**config.mk**
```make
export PLATFORM = sky130hd
export DESIGN_NAME = lew_front
export DESIGN_NICKNAME = d
export VERILOG_FILES = /design/src/rtl/line_editor_with_history_macros.svh /design/src/rtl/lew_pkg.sv /design/src/rtl/lew_front.sv
export SDC_FILE = /design/constraint.sdc
export NUM_CORES = 1
export LEC_CHECK = 0
export BUFFER_PORTS_ARGS = -buffer_cell sky130_fd_sc_hd__buf_4
export CORE_MARGIN = 5
export CORE_UTILIZATION = 48
export CTS_BUF_LIST = sky130_fd_sc_hd__clkbuf_16
export DETAILED_ROUTE_END_ITERATION = 7
export GPL_TIMING_DRIVEN = 0
export PLACE_DENSITY = 0.81
export SYNTH_ARGS = -nofsm -noshare
export SYNTH_HDL_FRONTEND = slang
export SYNTH_SLANG_ARGS = --single-unit
```
**constraint.sdc**
```tcl
create_clock -name clk -period 1.75 [get_ports clk]
set_input_delay 0.175 -clock clk [delete_from_list [all_inputs] [get_ports clk]]
set_output_delay 0.175 -clock clk [all_outputs]
set_load 0.01 [all_outputs]
```
**src/rtl/line_editor_with_history_macros.svh**
```systemverilog
// Assertion macros shared by the line editor RTL.
// Depends on nothing; included by the files that carry assertions.
`ifndef LINE_EDITOR_WITH_HISTORY_MACROS_SVH
`define LINE_EDITOR_WITH_HISTORY_MACROS_SVH

// Same-cycle implication, disabled while reset is asserted.
`define LEW_ASSERT_IMPLIES(lbl, clk, rst_n, ante, cons, msg) \
    lbl: assert property (@(posedge clk) disable iff (!rst_n) (ante) |-> (cons)) \
        else $error(msg);

// Next-cycle implication, disabled while reset is asserted.
`define LEW_ASSERT_NEXT(lbl, clk, rst_n, ante, cons, msg) \
    lbl: assert property (@(posedge clk) disable iff (!rst_n) (ante) |=> (cons)) \
        else $error(msg);

`endif

```
**src/rtl/lew_pkg.sv**
```systemverilog
// Shared types and constants of the line editor with history.
// Depends on nothing; used by every RTL module of the block.
package lew_pkg;

    localparam int LINE_MAX_DEF   = 64;
    localparam int HIST_DEPTH_DEF = 16;

    localparam int CAP_W = 7;
    localparam logic [CAP_W-1:0] CAP_RESET = 7'd64;

    localparam int PADDR_W = 3;
    localparam int PDATA_W = 32;
    localparam logic [0:0] REG_LINE_CAPACITY = 1'b0;

    localparam logic [7:0] CH_DEL   = 8'h7F;
    localparam logic [7:0] CH_BS    = 8'h08;
    localparam logic [7:0] CH_ESC   = 8'h1B;
    localparam logic [7:0] CH_CR    = 8'h0D;
    localparam logic [7:0] CH_LF    = 8'h0A;
    localparam logic [7:0] CH_SPACE = 8'h20;
    localparam logic [7:0] CH_TILDE = 8'h7E;
    localparam logic [7:0] CH_LBRK  = 8'h5B;
    localparam logic [7:0] CH_UP    = 8'h41;
    localparam logic [7:0] CH_DOWN  = 8'h42;

    localparam logic KIND_SUBMIT = 1'b0;
    localparam logic KIND_RECALL = 1'b1;

    typedef enum logic [2:0] {
        OP_APPEND = 3'd0,
        OP_DELETE = 3'd1,
        OP_SUBMIT = 3'd2,
        OP_UP     = 3'd3,
        OP_DOWN   = 3'd4
    } op_t;

    typedef struct packed {
        op_t        op;
        logic [6:0] ch;
    } cmd_t;

    typedef struct packed {
        logic       line_kind;
        logic [6:0] char_code;
        logic       line_empty;
        logic       saved_to_history;
        logic       last_char;
    } out_item_t;

endpackage

```
**src/rtl/lew_front.sv**
```systemverilog
// Byte decoder: tracks escape sequences and turns bytes into edit commands.
// Depends on lew_pkg (byte codes, cmd_t).
module lew_front (
    input  logic          clk,
    input  logic          rst_n,
    input  logic [7:0]    rx_byte,
    input  logic          in_valid,
    output logic          in_ready,
    output lew_pkg::cmd_t cmd,
    output logic          cmd_push,
    input  logic          q_full
);
    import lew_pkg::*;

    typedef enum logic [2:0] {
        ESC_NONE  = 3'b001,
        ESC_FIRST = 3'b010,
        ESC_SECND = 3'b100
    } esc_t;

    esc_t       esc_reg, esc_next;
    logic [7:0] first_reg, first_next;
    logic       take;

    assign in_ready = !q_full;
    assign take     = in_valid && !q_full;

    always_comb
    begin
        esc_next   = esc_reg;
        first_next = first_reg;
        cmd_push   = 1'b0;
        cmd.op     = OP_APPEND;
        cmd.ch     = rx_byte[6:0];
        if (take)
        begin
            case (esc_reg)
                ESC_FIRST:
                begin
                    first_next = rx_byte;
                    esc_next   = ESC_SECND;
                end
                ESC_SECND:
                begin
                    esc_next = ESC_NONE;
                    if (first_reg == CH_LBRK && rx_byte == CH_UP)
                    begin
                        cmd.op   = OP_UP;
                        cmd_push = 1'b1;
                    end
                    else if (first_reg == CH_LBRK && rx_byte == CH_DOWN)
                    begin
                        cmd.op   = OP_DOWN;
                        cmd_push = 1'b1;
                    end
                end
                default:
                begin
                    if (rx_byte == CH_CR || rx_byte == CH_LF)
                    begin
                        cmd.op   = OP_SUBMIT;
                        cmd_push = 1'b1;
                    end
                    else if (rx_byte == CH_DEL || rx_byte == CH_BS)
                    begin
                        cmd.op   = OP_DELETE;
                        cmd_push = 1'b1;
                    end
                    else if (rx_byte == CH_ESC)
                    begin
                        esc_next = ESC_FIRST;
                    end
                    else if (rx_byte >= CH_SPACE && rx_byte <= CH_TILDE)
                    begin
                        cmd_push = 1'b1;
                    end
                end
            endcase
        end
    end

    always_ff @(posedge clk or negedge rst_n)
    begin
        if (!rst_n)
        begin
            esc_reg   <= ESC_NONE;
            first_reg <= '0;
        end
        else
        begin
            esc_reg   <= esc_next;
            first_reg <= first_next;
        end
    end

endmodule

```
Yosys cells after proc, flatten, opt, wreduce, memory -nomap -nowiden

Index checks and enable logic that the tools add are counted.

$lt $le $gt $ge: 2
Equal/unequal tests: 12
Muxes and demuxes: 18
Reductions and logical operators: 10

Operators with widths:

| kind                                                            | count |
|---|---|
| == test 8 x 7 -> 1 bit (second input constant)                  | 4 |
| == test 8 x 4 -> 1 bit (second input constant)                  | 3 |
| two-way mux 3 bit                                               | 6 |
| one-hot mux 3 bit (2 select lines)                              | 2 |
| == test 8 x 5 -> 1 bit (second input constant)                  | 1 |
| >= comparator 8 x 6 -> 1 bit (second input constant)            | 1 |
| less-or-equal comparator 8 x 7 -> 1 bit (second input constant) | 1 |
| two-way mux 1 bit                                               | 8 |
| inequality test 3 x 1 -> 1 bit (second input constant)          | 2 |
| logical AND 1 bit                                               | 4 |
| AND reduction 4 bit                                             | 1 |
| == test 3 x 2 -> 1 bit (second input constant)                  | 1 |
| == test 3 bit (second input constant)                           | 1 |
| nonzero test 3 bit                                              | 1 |
| logical OR 1 bit                                                | 2 |
| two-way mux 2 bit                                               | 1 |
| one-hot mux 1 bit (2 select lines)                              | 1 |
| AND reduction 2 bit                                             | 1 |
| logical NOT 1 bit                                               | 1 |

Register bits: 11
Input bits: 12
Logic and storage cells: 44

Depth between registers and ports, before layout

Depth after elaboration: 8
Depth in mapped cells: 4

Worst setup path before layout

No wires, ideal clock.

Path kind: reg-to-output
Start point: reg esc_reg[0]
End point: out cmd[8] (netlist bit)
Arrival: 1490 ps
Data required time: 1575 ps
Path slack: 85 ps
Cell stages (with the launch flop): 5
Path through: dfstp_2 and4bb_2 nand4_1 or4b_1 a21oi_1

RTL lines:

| what                     | line            | source |
|---|---|---|
| start: declaration       | lew_front.sv:21 | `esc_t esc_reg, esc_next;` |
| start signal: assignment | lew_front.sv:91 | `esc_reg <= esc_next;` |
| end: declaration         | lew_front.sv:9  | `output lew_pkg::cmd_t cmd,` |

==> metrics.txt <==
Core Area 1471 sq um; PD cells 1168 nW/um^2; post-synthesis sequential area ratio 38.43%; CTS H-tree depth 1; grt ovf 0; Die Ht 48.72 um; Fin. Hold Viols 0; fin area 1031 sq um; Slowest-stage cell, CP or4b_4; Clock Latency Late Sink 0.23 ns; switching fraction of total power 26.24%; sequential power share 38.0%; final worst clock skew 0.0008614 ns; Crit Path Class reg -> out; port bufs 23; Final ANT Viol Nets 0; largest area contributor in the netlist dfrtp_1; top cell type's share of synthesized area 34.78%; RSZ-0062 raised after global routing yes; FMAX 488.4 MHz; Starting Density 48.89%; Clk pin slew, worst setup/hold paths 0.04 ns; prevailing post-synth register cell dfrtp_1; CTS Sinks 11; syn_area_per_cell 10.43 sq um; crit path time final 2.047 ns; Area Growth Syn to Fin 43.30%; failing checks setup timing; Post-DP HPWL 1236 um; endpoints failing setup 4; Post-route DRC 0; DR iter-0 viols 19; Setup crit start kind flop; final WL 1687 um; worst vdd ir 950.9 uV; Die ar. 2373 sq um; post-synth cell types 31; initial antenna violation count 0; number of global-route vias before repair 633; gpl congestion 0.7778; Max Transition Viols Final 0; share of layout cells above drive strength 1 53.54%; maxcap violations 0; #FFs+latches synth 11; Final Cycle Share 117.0%; first-pass GRT wire length 2891 um; CTS Buf Count 3; actual slew at the worst max-slew pin 0.6968 ns; drt pass-1 iters 4; Synthesized Nets 81; status finished, violations left; clock buffer depth 2; placed cell count 108; Critical Path End Type output port; P_sw 315.9 uW; Syn Std Cell Area 719.4 sq um; CTS tree built; CP cell instances nor4b_2, nand4_1, or4b_4, a21oi_2, buf_4; Clock Power Share 33.1%; vias per std cell 5.539; via count 637; Die W 48.72 um; number of synthesized flops with an enable pin 0; Placed Instance Area 912.1 sq um; Mapped Cells 69; final setup TNS -0.7843 ns; Ant. Diodes 0; P_int 887.9 uW; std cell rows 14; Worst path max stage delay 0.58 ns; final worst slack -0.2975 ns; count leader, synth dfrtp_1; Post-layout nets 112; Warnings, synthesis 0; Crit path buffers/inverters 1; Worst EP arrival 1.87 ns; Ports 24; WL/cell 14.67 um; Async SR Flop Fraction 100.0%; combinational fraction of design power 28.9%; Hold Path Class in -> reg; leak pwr 0.0004669 uW; slew margin rel. 53.30%; Non-Filler Instances 115; WP data required 1.57 ns; total track usage 15.34%; clk root buf clkbuf_16; cell family with the largest share of critical-path delay simple AND/OR/NAND/NOR gates; Crit Path Max Fanout 2; top cells by area, synth dfrtp_1 35%, mux2_2 13%, buf_4 7.3%; Largest register FFs 8; Post-synth top cells 10 x dfrtp_1, 8 x mux2_2, 7 x buf_4; pin count of the biggest net entering global routing 12
## power by group through the flow
stage / Combinational [uW] / Clock [uW] / Sequential, uW
final: 348 / 398 / 458
after CTS: 350 / 405 / 457
after floorplan: 229 / 0 / 444
after detailed placement: 320 / 0 / 469
after global routing: 384 / 420 / 473
after global placement: 312 / 0 / 453
## cells by family (layout without fill, tap and decap cells)
group	Yosys count	count (layout)	share of synthesized area, %
buffers and inverters	9	39	8.348
muxes	9	9	13.91
AOI/OAI and AO/OA	10	10	8.348
xor gates and xnor gates	1	1	1.218
DFF	11	11	38.44
and+or+nand+nor	29	29	29.74
## area by class of cell
| type | instances | area, sq um |
|---|---|---|
| fill | 112 | 440.4 |
| multi-input combinational | 49 | 394.1 |
| sequential | 11 | 276.5 |
| timing repair buffer | 26 | 201.4 |
| clock buffer | 3 | 75.07 |
| buffer | 7 | 52.55 |
| tap | 16 | 20.02 |
| inverter | 2 | 7.507 |
| clock inverter | 1 | 3.754 |
## worst paths after layout
path	start	end	slack, ns	cells after the start
max	first_reg[2]	cmd[8]	-0.30	5
max reg2reg	esc_reg[2]	first_reg[6]	0.11	3
max in group asynchronous	rst_n	esc_reg[0]	1.21	2
min reg2reg	esc_reg[2]	esc_reg[2]	0.50	1
min in group asynchronous	rst_n	first_reg[3]	0.32	2
min	rx_byte[3]	first_reg[3]	0.23	2
## per-layer routing
layer	up-vias	wire length, um	track usage [%]
met3	2	55	2.761
li1	313	-	-
met2	11	881	26.09
met4	0	10	8.072
met1	311	739	18.08
met5	-	0	0
## timing repair
action                     CTS  global route
hold endpoints to repair    11             0
resized for setup            4             0
hold buffers                 1             0
buffers inserted             3             0
gates cloned                 0             0
setup endpoints to repair    3             4
pin swaps                    3             1
## metrics by stage
stage	setup slack, ns	total power [uW]	hold WS [ns]	util, %
final	-0.2975	1204	0.2302	70.07
after CTS	-0.2971	1212	0.2256	70.58
after detailed placement	-0.04558	788.5	0.01272	61.99
after global placement	-0.02376	765.6	0.009382	61.99
after floorplan	0.08520	672.8	-0.1206	-
after global routing	-0.3812	1277	0.2396	70.07
## placed cells by master, fill, tap and decap left out, drive strengths merged, types with 3 or more instances in the layout
| master | n |
|---|---|
| a21oi | 4 |
| and4bb | 3 |
| buf | 32 |
| clkbuf | 3 |
| dfrtp | 10 |
| inv | 3 |
| mux2 | 8 |
| nand2b | 3 |
| nor2 | 6 |
| nor3 | 3 |
Note: power is estimated with default switching activity, not from simulation.
