File: src/rtl/line_editor_with_history_macros.svh
// Assertion macros shared by the line editor RTL.
// Depends on nothing; included by the files that carry assertions.
`ifndef LINE_EDITOR_WITH_HISTORY_MACROS_SVH
`define LINE_EDITOR_WITH_HISTORY_MACROS_SVH

// Same-cycle implication, disabled while reset is asserted.
`define LEW_ASSERT_IMPLIES(lbl, clk, rst_n, ante, cons, msg) \
    lbl: assert property (@(posedge clk) disable iff (!rst_n) (ante) |-> (cons)) \
        else $error(msg);

// Next-cycle implication, disabled while reset is asserted.
`define LEW_ASSERT_NEXT(lbl, clk, rst_n, ante, cons, msg) \
    lbl: assert property (@(posedge clk) disable iff (!rst_n) (ante) |=> (cons)) \
        else $error(msg);

`endif

File: src/rtl/lew_pkg.sv
// Shared types and constants of the line editor with history.
// Depends on nothing; used by every RTL module of the block.
package lew_pkg;

    localparam int LINE_MAX_DEF   = 64;
    localparam int HIST_DEPTH_DEF = 16;

    localparam int CAP_W = 7;
    localparam logic [CAP_W-1:0] CAP_RESET = 7'd64;

    localparam int PADDR_W = 3;
    localparam int PDATA_W = 32;
    localparam logic [0:0] REG_LINE_CAPACITY = 1'b0;

    localparam logic [7:0] CH_DEL   = 8'h7F;
    localparam logic [7:0] CH_BS    = 8'h08;
    localparam logic [7:0] CH_ESC   = 8'h1B;
    localparam logic [7:0] CH_CR    = 8'h0D;
    localparam logic [7:0] CH_LF    = 8'h0A;
    localparam logic [7:0] CH_SPACE = 8'h20;
    localparam logic [7:0] CH_TILDE = 8'h7E;
    localparam logic [7:0] CH_LBRK  = 8'h5B;
    localparam logic [7:0] CH_UP    = 8'h41;
    localparam logic [7:0] CH_DOWN  = 8'h42;

    localparam logic KIND_SUBMIT = 1'b0;
    localparam logic KIND_RECALL = 1'b1;

    typedef enum logic [2:0] {
        OP_APPEND = 3'd0,
        OP_DELETE = 3'd1,
        OP_SUBMIT = 3'd2,
        OP_UP     = 3'd3,
        OP_DOWN   = 3'd4
    } op_t;

    typedef struct packed {
        op_t        op;
        logic [6:0] ch;
    } cmd_t;

    typedef struct packed {
        logic       line_kind;
        logic [6:0] char_code;
        logic       line_empty;
        logic       saved_to_history;
        logic       last_char;
    } out_item_t;

endpackage

File: src/rtl/lew_fifo.sv
// Short command queue between the byte decoder and the line engine.
// Depends on lew_pkg (cmd_t).
module lew_fifo (
    input  logic          clk,
    input  logic          rst_n,
    input  lew_pkg::cmd_t push_cmd,
    input  logic          push,
    output logic          full,
    output lew_pkg::cmd_t pop_cmd,
    output logic          pop_valid,
    input  logic          pop
);
    import lew_pkg::*;

    localparam int DEPTH = 4;
    localparam int PTR_W = 2;

    cmd_t             mem_reg [DEPTH];
    logic [PTR_W-1:0] wr_reg, wr_next, rd_reg, rd_next;
    logic [PTR_W:0]   cnt_reg, cnt_next;
    logic             do_push, do_pop;

    assign full      = (cnt_reg == (PTR_W+1)'(DEPTH));
    assign pop_valid = (cnt_reg != '0);
    assign pop_cmd   = mem_reg[rd_reg];
    assign do_push   = push && !full;
    assign do_pop    = pop && pop_valid;

    always_comb
    begin
        wr_next  = do_push ? wr_reg + 1'b1 : wr_reg;
        rd_next  = do_pop ? rd_reg + 1'b1 : rd_reg;
        cnt_next = cnt_reg + (PTR_W+1)'(do_push) - (PTR_W+1)'(do_pop);
    end

    always_ff @(posedge clk or negedge rst_n)
    begin
        if (!rst_n)
        begin
            wr_reg  <= '0;
            rd_reg  <= '0;
            cnt_reg <= '0;
        end
        else
        begin
            wr_reg  <= wr_next;
            rd_reg  <= rd_next;
            cnt_reg <= cnt_next;
        end
    end

    always_ff @(posedge clk)
    begin
        if (do_push)
        begin
            mem_reg[wr_reg] <= push_cmd;
        end
    end

endmodule

File: config.mk
export PLATFORM = sky130hd
export DESIGN_NAME = lew_fifo
export DESIGN_NICKNAME = d
export VERILOG_FILES = /design/src/rtl/line_editor_with_history_macros.svh /design/src/rtl/lew_pkg.sv /design/src/rtl/lew_fifo.sv
export SDC_FILE = /design/constraint.sdc
export NUM_CORES = 1
export LEC_CHECK = 0
export BUFFER_PORTS_ARGS = -buffer_cell sky130_fd_sc_hd__buf_2
export CAP_MARGIN = 20
export CORE_MARGIN = 8
export CORE_UTILIZATION = 25
export CTS_CLUSTER_SIZE = 20
export DETAILED_ROUTE_END_ITERATION = 16
export GPL_ROUTABILITY_DRIVEN = 0
export GPL_TIMING_DRIVEN = 0
export MAX_ROUTING_LAYER = met4
export SYNTH_ARGS = -nofsm -noshare
export SYNTH_HDL_FRONTEND = slang
export SYNTH_SLANG_ARGS = --single-unit
File: constraint.sdc
create_clock -name clk -period 2.05 [get_ports clk]
set_clock_uncertainty 0.05 [all_clocks]
set_input_delay 0.205 -clock clk [delete_from_list [all_inputs] [get_ports clk]]
set_output_delay 0.205 -clock clk [all_outputs]
set_load 0.005 [all_outputs]
==> Word-level counts from Yosys, hierarchy flattened <==
Memories as Yosys holds them, arrays and structs flattened.
Cells that the tools add are included.
{ "op_classes": {"add_sub_neg": 4, "n_eq_ne": 1, "mux": 2, "reduce_logical": 4} }
{ "op_table": {"columns": ["cell", "n"], "rows": [
  ["adder 2 x 1 -> 2 bit (second input constant)", 2],
  ["adder 3 x 1 -> 3 bit", 1],
  ["equality test 3 bit (second input constant)", 1],
  ["nonzero test 3 bit", 1],
  ["subtractor 3 x 1 -> 3 bit", 1],
  ["logical AND 1 bit", 2],
  ["2-to-1 mux 1 bit", 2],
  ["zero test 1 bit", 1]
]} }
{ "word_totals": {"ff_bits": 7, "ramBits": 40, "in_bits": 14, "n_memories": 1} }
{ "memory_table": {"columns": ["name", "depth", "word_bits", "rd", "rd_ports_with_merged_regs", "write_ports", "line_no", "rtl"], "rows": [
  ["mem_reg", 4, 10, 1, 0, 1, "lew_fifo.sv:18", "cmd_t mem_reg [DEPTH];"]
]} }

==> Logic depth before layout (Yosys ltp) <==
{ "logic_depth": {"word_depth": 5, "mapped_depth": 9, "mapped_depth_nobuf": 9} }

==> Worst setup path before layout <==
Ideal clock, no wire load.
{ "synth_path": {"path_type": "reg-to-reg", "startpoint": "reg cnt_reg[1]", "endpoint": "reg cnt_reg[2]", "setup_time_ps": 128, "t_arrival_ps": 2000, "t_required_ps": 1872, "path_slack_ps": -128, "stages_incl_launch_ff": 10, "cell_sequence": "dfrtp_1 > or3b_4 > nand2_1 > ha_1 > inv_1 > ha_1 > inv_1 > fa_1 > xnor2_1 > xnor2_1"} }
{ "synth_between": {"elab_chain_len": 5, "word_cells_on_any_way": 7} }
{ "synth_rtl": {"columns": ["item", "line_no", "rtl"], "rows": [
  ["from (decl)", "lew_fifo.sv:20", "logic [PTR_W:0] cnt_reg, cnt_next;"],
  ["from (signal assigned)", "lew_fifo.sv:48", "cnt_reg <= cnt_next;"],
  ["equality test 3 bit", "lew_fifo.sv:23", "assign full = (cnt_reg == (PTR_W+1)'(DEPTH));"],
  ["zero test 1 bit", "lew_fifo.sv:26", "assign do_push = push && !full;"],
  ["logical AND 1 bit", "lew_fifo.sv:26", null],
  ["adder 3 x 1 -> 3 bit", "lew_fifo.sv:33", "cnt_next = cnt_reg + (PTR_W+1)'(do_push) - (PTR_W+1)'(do_pop);"],
  ["subtractor 3 x 1 -> 3 bit (*)", "lew_fifo.sv:33", null],
  ["via cnt_next[2]", "lew_fifo.sv:20", null]
]} }
The timed path passes the listed nets; every way through them passes the cells marked *.
A chain may end at the register's enable or synchronous reset.

==> Worst setup path after layout <==
{ "layout_path": {"startpoint": "reg cnt_reg[0]", "endpoint": "reg cnt_reg[2]"} }
Same word-level chain as after synthesis.

==> results.cfg <==
[cells_and_area]
fill_cells = 766
drive_gt1_frac = 0.429
final_cells = 235
seq_area_mm2 = 0.00138
fin_nets = 153
largest_reg_flops = 40
n_antenna_cell = 0
area_growth_pct = 22.8
multi_input_area_um2 = 551

[clocking]
clk_path_buf_depth = 2
cts_tree = yes
htreeDepth = 2
cts_made_buffers = 5
ctsRootBufferMaster = clkbuf_8
cts_sinks = 47
clk_pin_slew_ns = 0.08
insertion_delay_ns = 0.29

[timing]
setup_viol = 1
max_slew_margin = 0.612
fmax_mhz = 477
drv_slew = 0
min_period_over_period = 1.02
tightest_slew_ns = 0.582
rsz0062_at_grt = yes
period_needed_ns = 2.10
setup_ws_ns = -0.0483
hold_viol = 0

[hold_path]
min_from = push_cmd[9]
hp-class = in2reg

[grt]
grtUsageTotal = 0.0696
grt.overflow.total = 0
grt_max_degree = 15
antenna_found_initial = 0
grt_pass1_wl_um = 5640
grt_pass1_vias = 1062

[yosys]
ys_seq_area_frac = 0.716
yosysWarnings = 0
ys.flop_type = edfxtp_1
synth_nets = 114
synth_area_mm2 = 0.00192
synthArstFlopShare = 0.149
synth_edf_count = 40
synth_cell_types = 21
syn_avg_cell_area_um2 = 20.7
ys_ff_latch = 47
syn_inst = 93

[power_and_ir_drop]
p_leak_nw = 0.870
power_density_mw_per_mm2 = 1290
ir_worst_vdd_v = 0.000361

[placed_design]
post-place-ws_ns = -0.165
dp.cells = 220
port_buffers = 25
post-dp-hpwl_um = 2300

[drt]
wl_um = 3420
antenna_left = 0
dr.pass1.iters = 4
vias = 963
routed_via_density = 4.10
drt_iter0_markers = 29
wire_per_inst_um = 14.6
drc = 0

[worst_setup_path]
crit_family = adder cells
worstPathArrival_ns = 2.24
cp.buffers_inverters = 2
crit_type = reg2reg
slowest_stage = dfrtp_2
reg2reg_slack_ns = -0.05
end_kind = register
max_stage_delay_ns = 0.43
start_kind = register
crit_fanout = 4
startpoint = cnt_reg[0]
cp.required_ns = 2.19
worstPathCellList = or3b_4 -> nand2_4 -> ha_4 -> inv_2 -> ha_4 -> inv_2 -> fa_2 -> xnor2_2 -> xnor2_1
r2r_start = cnt_reg[0]

[die]
die_area_mm2 = 0.0108
fp.dieH_um = 104
die_w_um = 104
ioPinCount = 26
initial_core_util = 0.253
core_mm2 = 0.00761
rows = 32

[job]
max_cap_violations = 0

[run_status]
violations = negative setup slack
status = complete, but fails checks
stage by stage:
step	hold slack [ns]	utilization	total power, mW	TNS [ns]	cell area, um2
final	0.0778	0.311	3.04	-0.0483	2360
after global routing	0.0689	0.311	3.26	-0.123	2360
after CTS	0.0673	0.310	3.09	-0.0710	2360
after detailed placement	0.00277	0.287	2.41	-0.247	2180
after global placement	0.00270	0.287	2.39	-0.250	2180
after floorplan	-0.141	-	2.06	-0.0589	1930
layout make-up:
cell class                      count  share of cell area
Clock inverter                      2             0.00530
Multi-Input combinational cell     38               0.233
Inverter                            6             0.00953
Timing Repair Buffer               32              0.0763
Buffer                              2             0.00689
Sequential cell                    47               0.584
Clock buffer                        6              0.0307
Tap cell                          102              0.0540
cells in the final DEF, fill, tap and decap left out, types with 3 or more instances in the layout:
cell	Yosys	final
dfrtp_2	0	3
and3_1	4	4
edfxtp_1	40	40
dfrtp_1	7	4
mux4_1	7	7
inv_1	5	3
nand2b_1	3	3
buf_4	0	6
inv_2	1	3
buf_2	1	26
ha_1	6	4
clkbuf_8	0	5
mux4_2	3	3
Yosys cell counts (2+ instances only):
cell / instances / area, um2
dfrtp_1: 7 / 175
mux4_1: 7 / 184
xnor2_1: 3 / 26.3
o211ai_1: 2 / 15.0
nand2b_1: 3 / 18.8
ha_1: 6 / 75.1
nand4bb_1: 2 / 22.5
and3_1: 4 / 25.0
inv_1: 5 / 18.8
edfxtp_1: 40 / 1200
mux4_2: 3 / 67.6
nand2_1: 2 / 7.51
final timing paths:
path / end / cells after the start
worst max-delay path: cnt_reg[2] / 9
worst min register to register: wr_reg[1] / 2
min in group asynchronous: cnt_reg[1] / 2
worst min-delay path: mem_reg[2][9] / 1
max in group asynchronous: cnt_reg[0] / 2
worst max register to register: cnt_reg[2] / 9
metal layers:
metal  global-route usage  share of wire
met1               0.0741           0.43
met2                0.114           0.50
met3               0.0291          0.056
met4               0.0248          0.015
met5                    -              0
kinds of logic (layout without fill, tap and decap cells):
group,after synthesis,count (layout),share of synthesized area
adder cells (fa/ha/maj),7,7,0.0494
multiplexers,10,10,0.131
flip-flops,47,47,0.716
AO/OA/AOI/OAI,4,4,0.0176
buffers and inverters,8,48,0.0202
XOR/XNOR,4,4,0.0182
AND/OR/NAND/NOR,13,13,0.0481
repair_timing:
action / CTS / global route
endpoints found under the hold margin: 7 / 0
setup endpoints to repair: 2 / 2
pin swaps: 6 / 2
setup buffers: 6 / 0
hold buffers: 1 / 0
resized for setup: 9 / 1
worst reg2reg max path, delay by kind of cell (launching register included):
kind	cells	cell delay, ns
xor+xnor	2	0.26
fa+ha+maj	3	0.67
buf+inv	2	0.09
flops	1	0.43
simple gates	2	0.49
power breakdown:
part / total [mW] / leakage (nW) / internal (mW) / switching (mW)
registers: 1.40 / 0.446 / 1.29 / 0.107
clock network: 0.530 / 0.0412 / 0.238 / 0.292
logic: 1.11 / 0.383 / 0.598 / 0.511
(Power assumes the default switching activity.)
